===== src/wsbp_pkg.sv =====
// Package for the word segmentation best-path block.
// Holds field widths, kind codes, controller states, control/status structs and norm_kind.
// No dependencies.
package wsbp_pkg;

    localparam int MAX_LINE_DEF = 64;
    localparam int POS_W        = 6;
    localparam int KIND_W       = 2;

    localparam logic [KIND_W-1:0] KIND_WU   = 2'd0;
    localparam logic [KIND_W-1:0] KIND_DICT = 2'd1;
    localparam logic [KIND_W-1:0] KIND_UNK  = 2'd2;

    typedef enum logic [2:0] {
        ST_IDLE,
        ST_EVAL,
        ST_TR_CHK,
        ST_TR_WAIT,
        ST_POP_RD,
        ST_POP_WAIT,
        ST_POP_TBL,
        ST_OUT
    } state_t;

    typedef struct packed {
        logic cand_rd;     // item accepted: latch fields, read predecessor entry
        logic eval;        // compare candidate, update best, commit
        logic trace_init;  // start backtrace from committed position count
        logic trace_rd;    // read entry at i-1, push stop on stack
        logic trace_step;  // follow back-pointer
        logic pop_rd;      // pop stack
        logic pop_tbl;     // read entry of popped stop
        logic out_load;    // fill output register
        logic end_line;    // clear line state
    } cmd_t;

    typedef struct packed {
        logic line_end;
        logic i_zero;
        logic depth_zero;
        logic depth_full;
    } sts_t;

    function automatic logic [KIND_W-1:0] norm_kind(input logic [KIND_W-1:0] k);
        logic [KIND_W-1:0] r;
        r = KIND_UNK;
        if (k == KIND_WU || k == KIND_DICT) begin
            r = k;
        end
        return r;
    endfunction

endpackage


===== src/wsbp_ram.sv =====
// Generic single-write, single-read RAM with registered read data.
// Depends on nothing.
module wsbp_ram #(
    parameter int WIDTH = 8,
    parameter int DEPTH = 64
) (
    input  logic                     clk,
    input  logic                     wr_en,
    input  logic [$clog2(DEPTH)-1:0] wr_addr,
    input  logic [WIDTH-1:0]         wr_data,
    input  logic                     rd_en,
    input  logic [$clog2(DEPTH)-1:0] rd_addr,
    output logic [WIDTH-1:0]         rd_data
);

    logic [WIDTH-1:0] mem [DEPTH];

    always_ff @(posedge clk)
    begin
        if (wr_en)
        begin
            mem[wr_addr] <= wr_data;
        end
        if (rd_en)
        begin
            rd_data <= mem[rd_addr];
        end
    end

endmodule


===== src/wsbp_ctrl.sv =====
// Controller state machine for the segmentation block.
// Depends on wsbp_pkg (state_t, cmd_t, sts_t).
module wsbp_ctrl (
    input  logic             clk,
    input  logic             rst_n,
    input  logic             in_valid,
    output logic             in_ready,
    output logic             out_valid,
    input  logic             out_ready,
    input  wsbp_pkg::sts_t   sts,
    output wsbp_pkg::cmd_t   cmd
);

    wsbp_pkg::state_t state_reg;
    wsbp_pkg::state_t state_next;

    always_ff @(posedge clk or negedge rst_n)
    begin
        if (!rst_n)
        begin
            state_reg <= wsbp_pkg::ST_IDLE;
        end
        else
        begin
            state_reg <= state_next;
        end
    end

    always_comb
    begin
        state_next = state_reg;
        cmd        = '0;
        in_ready   = 1'b0;
        out_valid  = 1'b0;
        case (state_reg)
            wsbp_pkg::ST_IDLE:
            begin
                in_ready = 1'b1;
                if (in_valid)
                begin
                    cmd.cand_rd = 1'b1;
                    state_next  = wsbp_pkg::ST_EVAL;
                end
            end
            wsbp_pkg::ST_EVAL:
            begin
                cmd.eval = 1'b1;
                if (sts.line_end)
                begin
                    cmd.trace_init = 1'b1;
                    state_next     = wsbp_pkg::ST_TR_CHK;
                end
                else
                begin
                    state_next = wsbp_pkg::ST_IDLE;
                end
            end
            wsbp_pkg::ST_TR_CHK:
            begin
                if (sts.i_zero || sts.depth_full)
                begin
                    if (sts.depth_zero)
                    begin
                        cmd.end_line = 1'b1;
                        state_next   = wsbp_pkg::ST_IDLE;
                    end
                    else
                    begin
                        state_next = wsbp_pkg::ST_POP_RD;
                    end
                end
                else
                begin
                    cmd.trace_rd = 1'b1;
                    state_next   = wsbp_pkg::ST_TR_WAIT;
                end
            end
            wsbp_pkg::ST_TR_WAIT:
            begin
                cmd.trace_step = 1'b1;
                state_next     = wsbp_pkg::ST_TR_CHK;
            end
            wsbp_pkg::ST_POP_RD:
            begin
                cmd.pop_rd = 1'b1;
                state_next = wsbp_pkg::ST_POP_WAIT;
            end
            wsbp_pkg::ST_POP_WAIT:
            begin
                cmd.pop_tbl = 1'b1;
                state_next  = wsbp_pkg::ST_POP_TBL;
            end
            wsbp_pkg::ST_POP_TBL:
            begin
                cmd.out_load = 1'b1;
                state_next   = wsbp_pkg::ST_OUT;
            end
            wsbp_pkg::ST_OUT:
            begin
                out_valid = 1'b1;
                if (out_ready)
                begin
                    if (sts.depth_zero)
                    begin
                        cmd.end_line = 1'b1;
                        state_next   = wsbp_pkg::ST_IDLE;
                    end
                    else
                    begin
                        state_next = wsbp_pkg::ST_POP_RD;
                    end
                end
            end
            default:
            begin
                state_next = wsbp_pkg::ST_IDLE;
            end
        endcase
    end

endmodule


===== src/wsbp_dp.sv =====
// Datapath: cost table, segment stack, best-candidate compare and output register.
// Depends on wsbp_pkg and wsbp_ram.
module wsbp_dp #(
    parameter int MAX_LINE = wsbp_pkg::MAX_LINE_DEF
) (
    input  logic                          clk,
    input  logic                          rst_n,
    input  wsbp_pkg::cmd_t                cmd,
    output wsbp_pkg::sts_t                sts,
    input  logic [wsbp_pkg::KIND_W-1:0]   cand_kind,
    input  logic [wsbp_pkg::POS_W-1:0]    cand_start,
    input  logic                          break_flag,
    input  logic                          last_in_position,
    input  logic                          last_in_line,
    output logic [wsbp_pkg::POS_W-1:0]    seg_start,
    output logic [wsbp_pkg::POS_W-1:0]    seg_stop,
    output logic [wsbp_pkg::KIND_W-1:0]   seg_kind,
    output logic                          last_segment,
    output logic                          overflow
);

    localparam int CNTW  = $clog2(MAX_LINE + 1);
    localparam int PW    = $clog2(MAX_LINE);
    localparam int XW    = (CNTW > wsbp_pkg::POS_W) ? CNTW : wsbp_pkg::POS_W;
    localparam int KW    = wsbp_pkg::KIND_W;
    localparam int COSTW = 4 * CNTW;
    localparam int EW    = COSTW + PW + KW;

    // Entry layout: {brk, unk, wu, dict, start, kind}
    logic [CNTW-1:0] pos_reg;
    logic            have_best_reg;
    logic            ovf_reg;
    logic [EW-1:0]   best_reg;
    logic [CNTW-1:0] i_reg;
    logic [CNTW-1:0] depth_reg;

    logic [KW-1:0]   kind_reg;
    logic [PW-1:0]   start_reg;
    logic            zero_pred_reg;
    logic            skip_reg;
    logic            brk_reg;
    logic            commit_reg;
    logic            line_end_reg;
    logic [PW-1:0]   stop_reg;

    logic [EW-1:0]   tbl_rdata;
    logic [PW-1:0]   stk_rdata;

    // candidate fields at the port
    logic [KW-1:0]   kind_n;
    logic [XW-1:0]   start_x;
    logic [XW-1:0]   pos_x;
    logic [XW-1:0]   start_c_x;
    logic [PW-1:0]   start_c;
    logic            full;

    always_comb
    begin
        kind_n    = wsbp_pkg::norm_kind(cand_kind);
        start_x   = XW'(cand_start);
        pos_x     = XW'(pos_reg);
        start_c_x = (kind_n == wsbp_pkg::KIND_UNK || start_x > pos_x) ? pos_x : start_x;
        start_c   = start_c_x[PW-1:0];
        full      = (pos_reg == CNTW'(MAX_LINE));
    end

    // candidate cost
    logic [COSTW-1:0] pred_cost;
    logic [CNTW-1:0]  c_brk, c_unk, c_wu, c_dict;
    logic [EW-1:0]    cand;
    logic             take;
    logic [EW-1:0]    best_new;
    logic             do_commit;
    logic [CNTW-1:0]  pos_next;

    always_comb
    begin
        pred_cost = zero_pred_reg ? '0 : tbl_rdata[EW-1 -: COSTW];
        c_brk  = pred_cost[4*CNTW-1 -: CNTW] + CNTW'(brk_reg);
        c_unk  = pred_cost[3*CNTW-1 -: CNTW] + CNTW'(kind_reg == wsbp_pkg::KIND_UNK);
        c_wu   = pred_cost[2*CNTW-1 -: CNTW] + CNTW'(kind_reg == wsbp_pkg::KIND_WU);
        c_dict = pred_cost[CNTW-1:0]         + CNTW'(kind_reg == wsbp_pkg::KIND_DICT);
        cand   = {c_brk, c_unk, c_wu, c_dict, start_reg, kind_reg};
        // equal-width fields: concatenated compare is lexicographic
        take     = !have_best_reg || (cand[EW-1 -: COSTW] < best_reg[EW-1 -: COSTW]);
        best_new = take ? cand : best_reg;
        do_commit = cmd.eval && !skip_reg && commit_reg;
        pos_next  = do_commit ? pos_reg + 1'b1 : pos_reg;
    end

    logic [CNTW-1:0] i_m1;
    logic [CNTW-1:0] depth_m1;
    logic            tbl_rd_en;
    logic [PW-1:0]   tbl_rd_addr;

    always_comb
    begin
        i_m1        = i_reg - 1'b1;
        depth_m1    = depth_reg - 1'b1;
        tbl_rd_en   = cmd.cand_rd || cmd.trace_rd || cmd.pop_tbl;
        tbl_rd_addr = start_c - 1'b1;
        if (cmd.trace_rd)
        begin
            tbl_rd_addr = i_m1[PW-1:0];
        end
        else if (cmd.pop_tbl)
        begin
            tbl_rd_addr = stk_rdata;
        end
    end

    wsbp_ram #(
        .WIDTH (EW),
        .DEPTH (MAX_LINE)
    ) u_cost_table (
        .clk     (clk),
        .wr_en   (do_commit),
        .wr_addr (pos_reg[PW-1:0]),
        .wr_data (best_new),
        .rd_en   (tbl_rd_en),
        .rd_addr (tbl_rd_addr),
        .rd_data (tbl_rdata)
    );

    wsbp_ram #(
        .WIDTH (PW),
        .DEPTH (MAX_LINE)
    ) u_seg_stack (
        .clk     (clk),
        .wr_en   (cmd.trace_rd),
        .wr_addr (depth_reg[PW-1:0]),
        .wr_data (i_m1[PW-1:0]),
        .rd_en   (cmd.pop_rd),
        .rd_addr (depth_m1[PW-1:0]),
        .rd_data (stk_rdata)
    );

    // line state
    always_ff @(posedge clk or negedge rst_n)
    begin
        if (!rst_n)
        begin
            pos_reg       <= '0;
            have_best_reg <= 1'b0;
            ovf_reg       <= 1'b0;
            best_reg      <= '0;
            i_reg         <= '0;
            depth_reg     <= '0;
        end
        else
        begin
            if (cmd.cand_rd && full)
            begin
                ovf_reg <= 1'b1;
            end
            if (cmd.eval && !skip_reg)
            begin
                best_reg      <= best_new;
                have_best_reg <= !commit_reg;
                pos_reg       <= pos_next;
            end
            if (cmd.trace_init)
            begin
                i_reg     <= pos_next;
                depth_reg <= '0;
            end
            if (cmd.trace_rd)
            begin
                depth_reg <= depth_reg + 1'b1;
            end
            if (cmd.trace_step)
            begin
                i_reg <= CNTW'(tbl_rdata[KW +: PW]);
            end
            if (cmd.pop_rd)
            begin
                depth_reg <= depth_m1;
            end
            if (cmd.end_line)
            begin
                pos_reg       <= '0;
                have_best_reg <= 1'b0;
                ovf_reg       <= 1'b0;
            end
        end
    end

    // item and output payload
    logic [XW-1:0] seg_start_x;
    logic [XW-1:0] seg_stop_x;

    always_comb
    begin
        seg_start_x = XW'(tbl_rdata[KW +: PW]);
        seg_stop_x  = XW'(stop_reg);
    end

    always_ff @(posedge clk)
    begin
        if (cmd.cand_rd)
        begin
            kind_reg      <= kind_n;
            start_reg     <= start_c;
            zero_pred_reg <= (start_c_x == '0);
            skip_reg      <= full;
            brk_reg       <= break_flag;
            commit_reg    <= last_in_position;
            line_end_reg  <= last_in_line;
        end
        if (cmd.pop_tbl)
        begin
            stop_reg <= stk_rdata;
        end
        if (cmd.out_load)
        begin
            seg_start    <= seg_start_x[wsbp_pkg::POS_W-1:0];
            seg_stop     <= seg_stop_x[wsbp_pkg::POS_W-1:0];
            seg_kind     <= tbl_rdata[KW-1:0];
            last_segment <= (depth_reg == '0);
            overflow     <= ovf_reg;
        end
    end

    always_comb
    begin
        sts.line_end   = line_end_reg;
        sts.i_zero     = (i_reg == '0);
        sts.depth_zero = (depth_reg == '0);
        sts.depth_full = (depth_reg == CNTW'(MAX_LINE));
    end

endmodule


===== src/word_segment_best_path.sv =====
// Best-path word segmentation: top level joining controller and datapath.
// Candidate item: accept (IDLE, predecessor-entry read) then compare (EVAL); no new item is taken in EVAL.
// Line end: backtrace loop (TR_CHK, TR_WAIT) per segment, then POP_RD, POP_WAIT, POP_TBL and OUT
// per segment, OUT waiting on out_ready; no item is taken until the last segment of the line is taken.
// Reset (rst_n, async low) clears position, best-candidate, overflow and controller state;
// cost table and segment stack RAMs are not cleared, only written entries are read.
module word_segment_best_path #(
    parameter int MAX_LINE = wsbp_pkg::MAX_LINE_DEF
) (
    input  logic                          clk,
    input  logic                          rst_n,
    // candidate channel
    input  logic                          in_valid,
    output logic                          in_ready,
    input  logic [wsbp_pkg::KIND_W-1:0]   cand_kind,
    input  logic [wsbp_pkg::POS_W-1:0]    cand_start,
    input  logic                          break_flag,
    input  logic                          last_in_position,
    input  logic                          last_in_line,
    // segment channel
    output logic                          out_valid,
    input  logic                          out_ready,
    output logic [wsbp_pkg::POS_W-1:0]    seg_start,
    output logic [wsbp_pkg::POS_W-1:0]    seg_stop,
    output logic [wsbp_pkg::KIND_W-1:0]   seg_kind,
    output logic                          last_segment,
    output logic                          overflow
);

    wsbp_pkg::cmd_t cmd;
    wsbp_pkg::sts_t sts;

    // Sequencer: idle -> evaluate -> (line end) backtrace loop -> pop/emit loop.
    wsbp_ctrl u_ctrl (
        .clk       (clk),
        .rst_n     (rst_n),
        .in_valid  (in_valid),
        .in_ready  (in_ready),
        .out_valid (out_valid),
        .out_ready (out_ready),
        .sts       (sts),
        .cmd       (cmd)
    );

    // Cost table, segment stack, lexicographic compare and output register.
    wsbp_dp #(
        .MAX_LINE (MAX_LINE)
    ) u_dp (
        .clk              (clk),
        .rst_n            (rst_n),
        .cmd              (cmd),
        .sts              (sts),
        .cand_kind        (cand_kind),
        .cand_start       (cand_start),
        .break_flag       (break_flag),
        .last_in_position (last_in_position),
        .last_in_line     (last_in_line),
        .seg_start        (seg_start),
        .seg_stop         (seg_stop),
        .seg_kind         (seg_kind),
        .last_segment     (last_segment),
        .overflow         (overflow)
    );

    // Candidate intake and segment output never overlap.
    a_no_overlap: assert property (@(posedge clk) disable iff (!rst_n)
        out_valid |-> !in_ready)
        else $error("input ready while a segment is pending");

    // Every accepted candidate is followed directly by evaluate, with intake closed, before the next one.
    a_eval_gap: assert property (@(posedge clk) disable iff (!rst_n)
        (in_valid && in_ready) |=> (!in_ready && cmd.eval))
        else $error("candidate not followed by evaluate cycle");

    // After the final segment is taken the line state is cleared and intake resumes.
    a_line_done: assert property (@(posedge clk) disable iff (!rst_n)
        (out_valid && out_ready && last_segment) |=> in_ready)
        else $error("block not idle after last segment");

endmodule


===== config.mk =====
export PLATFORM = sky130hd
export DESIGN_NAME = word_segment_best_path
export DESIGN_NICKNAME = d
export VERILOG_FILES = /design/src/wsbp_pkg.sv /design/src/wsbp_ram.sv /design/src/wsbp_ctrl.sv /design/src/wsbp_dp.sv /design/src/word_segment_best_path.sv
export SDC_FILE = /design/constraint.sdc
export NUM_CORES = 2
export LEC_CHECK = 0
export BUFFER_PORTS_ARGS = -buffer_cell sky130_fd_sc_hd__clkbuf_2
export CAP_MARGIN = 20
export CORE_UTILIZATION = 40
export DETAILED_ROUTE_END_ITERATION = 16
export PLACE_DENSITY = 0.53
export SETUP_SLACK_MARGIN = 0.2
export SLEW_MARGIN = 20
export SYNTH_ARGS = -nofsm -noshare
export SYNTH_HDL_FRONTEND = slang
export SYNTH_SLANG_ARGS = --single-unit

===== constraint.sdc =====
create_clock -name clk -period 4.9 [get_ports clk]
set_input_delay 0.245 -clock clk [delete_from_list [all_inputs] [get_ports clk]]
set_output_delay 0.245 -clock clk [all_outputs]
set_load 0.005 [all_outputs]

==> flow_summary.rst <==
.. list-table::
   :header-rows: 1

   * - Metric
     - Value
   * - Clock root buffer master
     - sky130_fd_sc_hd__clkbuf_16
   * - Dominant cells by area after synthesis
     - sky130_fd_sc_hd__edfxtp_1 75%, sky130_fd_sc_hd__mux4_2 12%, sky130_fd_sc_hd__nand2_1 1.8%, sky130_fd_sc_hd__dfrtp_1 1.4%, sky130_fd_sc_hd__mux2i_1 1.1%
   * - Portion of synthesized cell area occupied by the leading cell type
     - 75.07%
   * - CTS tree
     - done
   * - Max-slew headroom
     - 25.49%
   * - Number of violations of the max-capacitance limit
     - 0
   * - Avg Vias per Cell
     - 5.832
   * - Maximum level of the CTS H-tree
     - 5
   * - Layout overhead on the synthesized area
     - 18.22%
   * - Sinks on Clock Net
     - 2,827
   * - Unrepaired setup endpoints after global routing
     - yes
   * - Number of core rows
     - 192
   * - Fmax achieved
     - 0.2175 GHz
   * - Post-Route Skew
     - 0.05530 ns
   * - Synthesized cell area
     - 0.1106 mm2
   * - First-pass iteration count of the detailed router
     - 5
   * - Number of enable-type register cells in the synthesized netlist
     - 2,765
   * - Minimum clock period after layout
     - 4.598 ns
   * - Share of synthesized flip-flops with an asynchronous set or reset
     - 2.193%
   * - Fin. max-slew vios
     - 0
   * - Vias in the first global route
     - 58,420
   * - Initial cell density of the core
     - 40.32%
   * - Count of warnings emitted by yosys
     - 0
   * - Global routing usage summed across all routing layers
     - 23.12%
   * - DR vias
     - 58,740
   * - Worst-path fanout max
     - 38
   * - Die width
     - 527.8 um
   * - Clock slew seen by the registers of the worst setup and hold paths
     - 0.06 ns
   * - Number of unique standard cell types used by synthesis
     - 64
   * - Post-route cell area
     - 0.1308 mm2
   * - Detail Route Antenna Nets
     - 0
   * - Wire length of the first global-routing pass
     - 455,100 um
   * - Count of boundary I/O pins
     - 33
   * - Buffer depth of the longest clock path
     - 4
   * - Synthesized netlist net count
     - 5,656
   * - Violation count after the first detailed-routing iteration
     - 7,423
   * - Final period util
     - 93.83%
   * - Final cell utilization of the core
     - 47.66%
   * - Top post-synthesis cells by count
     - 2,765 x sky130_fd_sc_hd__edfxtp_1, 598 x sky130_fd_sc_hd__mux4_2, 521 x sky130_fd_sc_hd__nand2_1
   * - Setup CP Type
     - register to register
   * - Total wirelength of the detailed-routed design
     - 325,700 um
   * - Critical Path Source Type
     - register
   * - Inserted Clock Buffers
     - 305
   * - Largest net degree at the start of global routing
     - 104
   * - Post-synth top area cell
     - sky130_fd_sc_hd__edfxtp_1
   * - Kind of end point of the critical path
     - register
   * - Worst endpoint data arrival time
     - 5.32 ns
   * - Result of the run
     - complete, no violations
   * - Accumulated negative setup slack
     - 0 ns
   * - Total die area
     - 0.2786 mm2
   * - Ys flop type
     - sky130_fd_sc_hd__edfxtp_1
   * - Number of instances in the synthesized netlist
     - 5,592
   * - Count of input and output buffers
     - 32
   * - Final number of hold-violating endpoints
     - 0
   * - Height of the die
     - 527.8 um
   * - Total power of the final layout
     - 101,900 uW
   * - Area inside the core boundary
     - 0.2743 mm2
   * - Clock network latency to the later pin of the worst-skew pair
     - 0.93 ns
   * - Mean instance size in the synthesized netlist
     - 19.78 um2
   * - Worst path required time
     - 5.62 ns
   * - Per-cell routed wire length
     - 32.34 um
   * - Setup violators final
     - 0
   * - Global-route congestion overflow total
     - 0
   * - Register name with the most flops
     - u_dp.u_cost_table.mem
   * - Fraction of the yosys area taken by sequential cells
     - 76.47%
   * - DRC
     - 0
   * - Power density over cell area
     - 779.7 mW/mm2
   * - Leading registers by flop count
     - u_dp.u_cost_table.mem: 2304 flops, u_dp.u_seg_stack.mem: 384 flops
   * - Peak ir drop on the vdd network
     - 988.0 uV
   * - Max FFs per register
     - 2,304
   * - Cell with the most instances after synthesis
     - sky130_fd_sc_hd__edfxtp_1
   * - Number of synthesized register bits
     - 2,827
   * - Post-detail-place hpwl
     - 198,700 um
   * - Class of the worst hold path
     - input pin to async pin
   * - Fraction of final layout cells with drive strength greater than 1
     - 27.94%
   * - LEAKAGE
     - 0.04247 uW
   * - Antenna violations before repair
     - 15
   * - Nets
     - 6,209
   * - Placed cell areas
     - 0.1200 mm2
   * - Routability cong.
     - 0.8667
   * - Post-route worst hold slack
     - 0.05973 ns
   * - Least-Margin Pin Slew
     - 1.115 ns
## per-stage QoR
step | setup WS [ns] | std cells
final | 0.3024 | 10070
after global routing | 0.09051 | 10070
after CTS | 0.1003 | 10040
after detailed placement | -0.3860 | 9480
after global placement | -0.4913 | 9478
after floorplan | 0.3342 | 5592
## layer usage
layer	global-route usage (%)	part of all wire, %	vias to the layer above	wire, um
li1	-	-	24040	-
met1	33.29	43	31810	138900
met2	36.66	47	2433	154300
met3	3.585	7.3	452	23630
met4	6.233	2.7	2	8917
met5	0	0.0025	-	8
## cell usage in the layout (no fill, tap or decap), drive strengths merged, types with 27 or more instances in the layout
| cell type | synthesis | routed |
|---|---|---|
| nand2 | 521 | 521 |
| dfrtp | 62 | 62 |
| nand3 | 150 | 150 |
| a21oi | 159 | 159 |
| edfxtp | 2765 | 2765 |
| mux2 | 80 | 80 |
| clkinv | 2 | 115 |
| a221oi | 60 | 60 |
| nand4 | 28 | 28 |
| nor2 | 188 | 188 |
| a32oi | 35 | 35 |
| inv | 48 | 58 |
| and3 | 29 | 29 |
| mux2i | 117 | 117 |
| nor3 | 70 | 70 |
| mux4 | 598 | 598 |
| buf | 146 | 507 |
| a31oi | 37 | 37 |
| clkbuf | 167 | 429 |
| o21ai | 27 | 27 |
| ha | 49 | 49 |
## logic make-up after synthesis
group | after synthesis | synth area share (%)
and+or+nand+nor | 1042 | 4.105
buffers and inverters | 363 | 1.517
adders and majority gates | 49 | 0.5543
xor gates and xnor gates | 40 | 0.3167
AOI/OAI and AO/OA | 476 | 2.983
muxes | 795 | 14.05
DFF | 2827 | 76.47
## what timing repair did
item | in CTS | in global routing
resized for setup | 40 | 52
setup endpoints to repair | 23 | 1352
cloned | 0 | 4
hold buffers | 16 | 0
pin swaps | 1 | 12
setup buffers | 0 | 24
hold endpoints to repair | 79 | 0
## cell type report
cell class	count	area [um2]
antenna	2	5.005
clock buffer	393	8128
clock inverter	153	1663
fill	22830	143600
inverter	50	187.7
multi-input combinational	2402	25390
sequential	2827	84580
tap	3686	4612
timing repair buffer	559	6187
## final timing paths
| check | slack [ns] | start | cells past startpoint | to |
|---|---|---|---|---|
| min in group clk | 0.11 | cand_kind[1] | 2 | u_dp.kind_reg[0] |
| hold reg to reg | 0.44 | u_dp.stop_reg[2] | 0 | u_dp.seg_stop[2] |
| setup / recovery | 0.30 | u_dp.pos_reg[5] | 19 | u_dp.u_cost_table.rd_data[17] |
| hold / removal | 0.06 | rst_n | 3 | u_dp.pos_reg[5] |
| setup reg to reg | 0.30 | u_dp.pos_reg[5] | 19 | u_dp.u_cost_table.rd_data[17] |
| max in group asynchronous | 3.54 | rst_n | 3 | u_dp.depth_reg[0] |
## critical path: stages (launching register included)
cell	delay, ns
sky130_fd_sc_hd__dfrtp_1	0.37
sky130_fd_sc_hd__clkinv_1	0.09
sky130_fd_sc_hd__ha_1	0.29
sky130_fd_sc_hd__and4b_1	0.20
sky130_fd_sc_hd__nand4_1	0.16
sky130_fd_sc_hd__a21oi_2	0.22
sky130_fd_sc_hd__nand2_2	0.14
sky130_fd_sc_hd__mux2i_2	0.25
sky130_fd_sc_hd__ha_2	0.25
sky130_fd_sc_hd__nand2b_1	0.08
sky130_fd_sc_hd__a2111o_1	0.49
sky130_fd_sc_hd__nand3_4	0.17
sky130_fd_sc_hd__buf_12	0.17
sky130_fd_sc_hd__buf_4	0.13
sky130_fd_sc_hd__buf_12	0.22
sky130_fd_sc_hd__nand2_1	0.10
sky130_fd_sc_hd__a21oi_1	0.40
sky130_fd_sc_hd__nor3_1	0.15
sky130_fd_sc_hd__buf_4	0.19
sky130_fd_sc_hd__a221oi_1	0.27
## report_power, final
group / switching [uW] / total [uW] / internal, uW
combinational: 29000 / 47400 / 18400
clock: 9650 / 22800 / 13100
sequential: 581 / 31800 / 31200
Power figures use the tool's default switching activity.
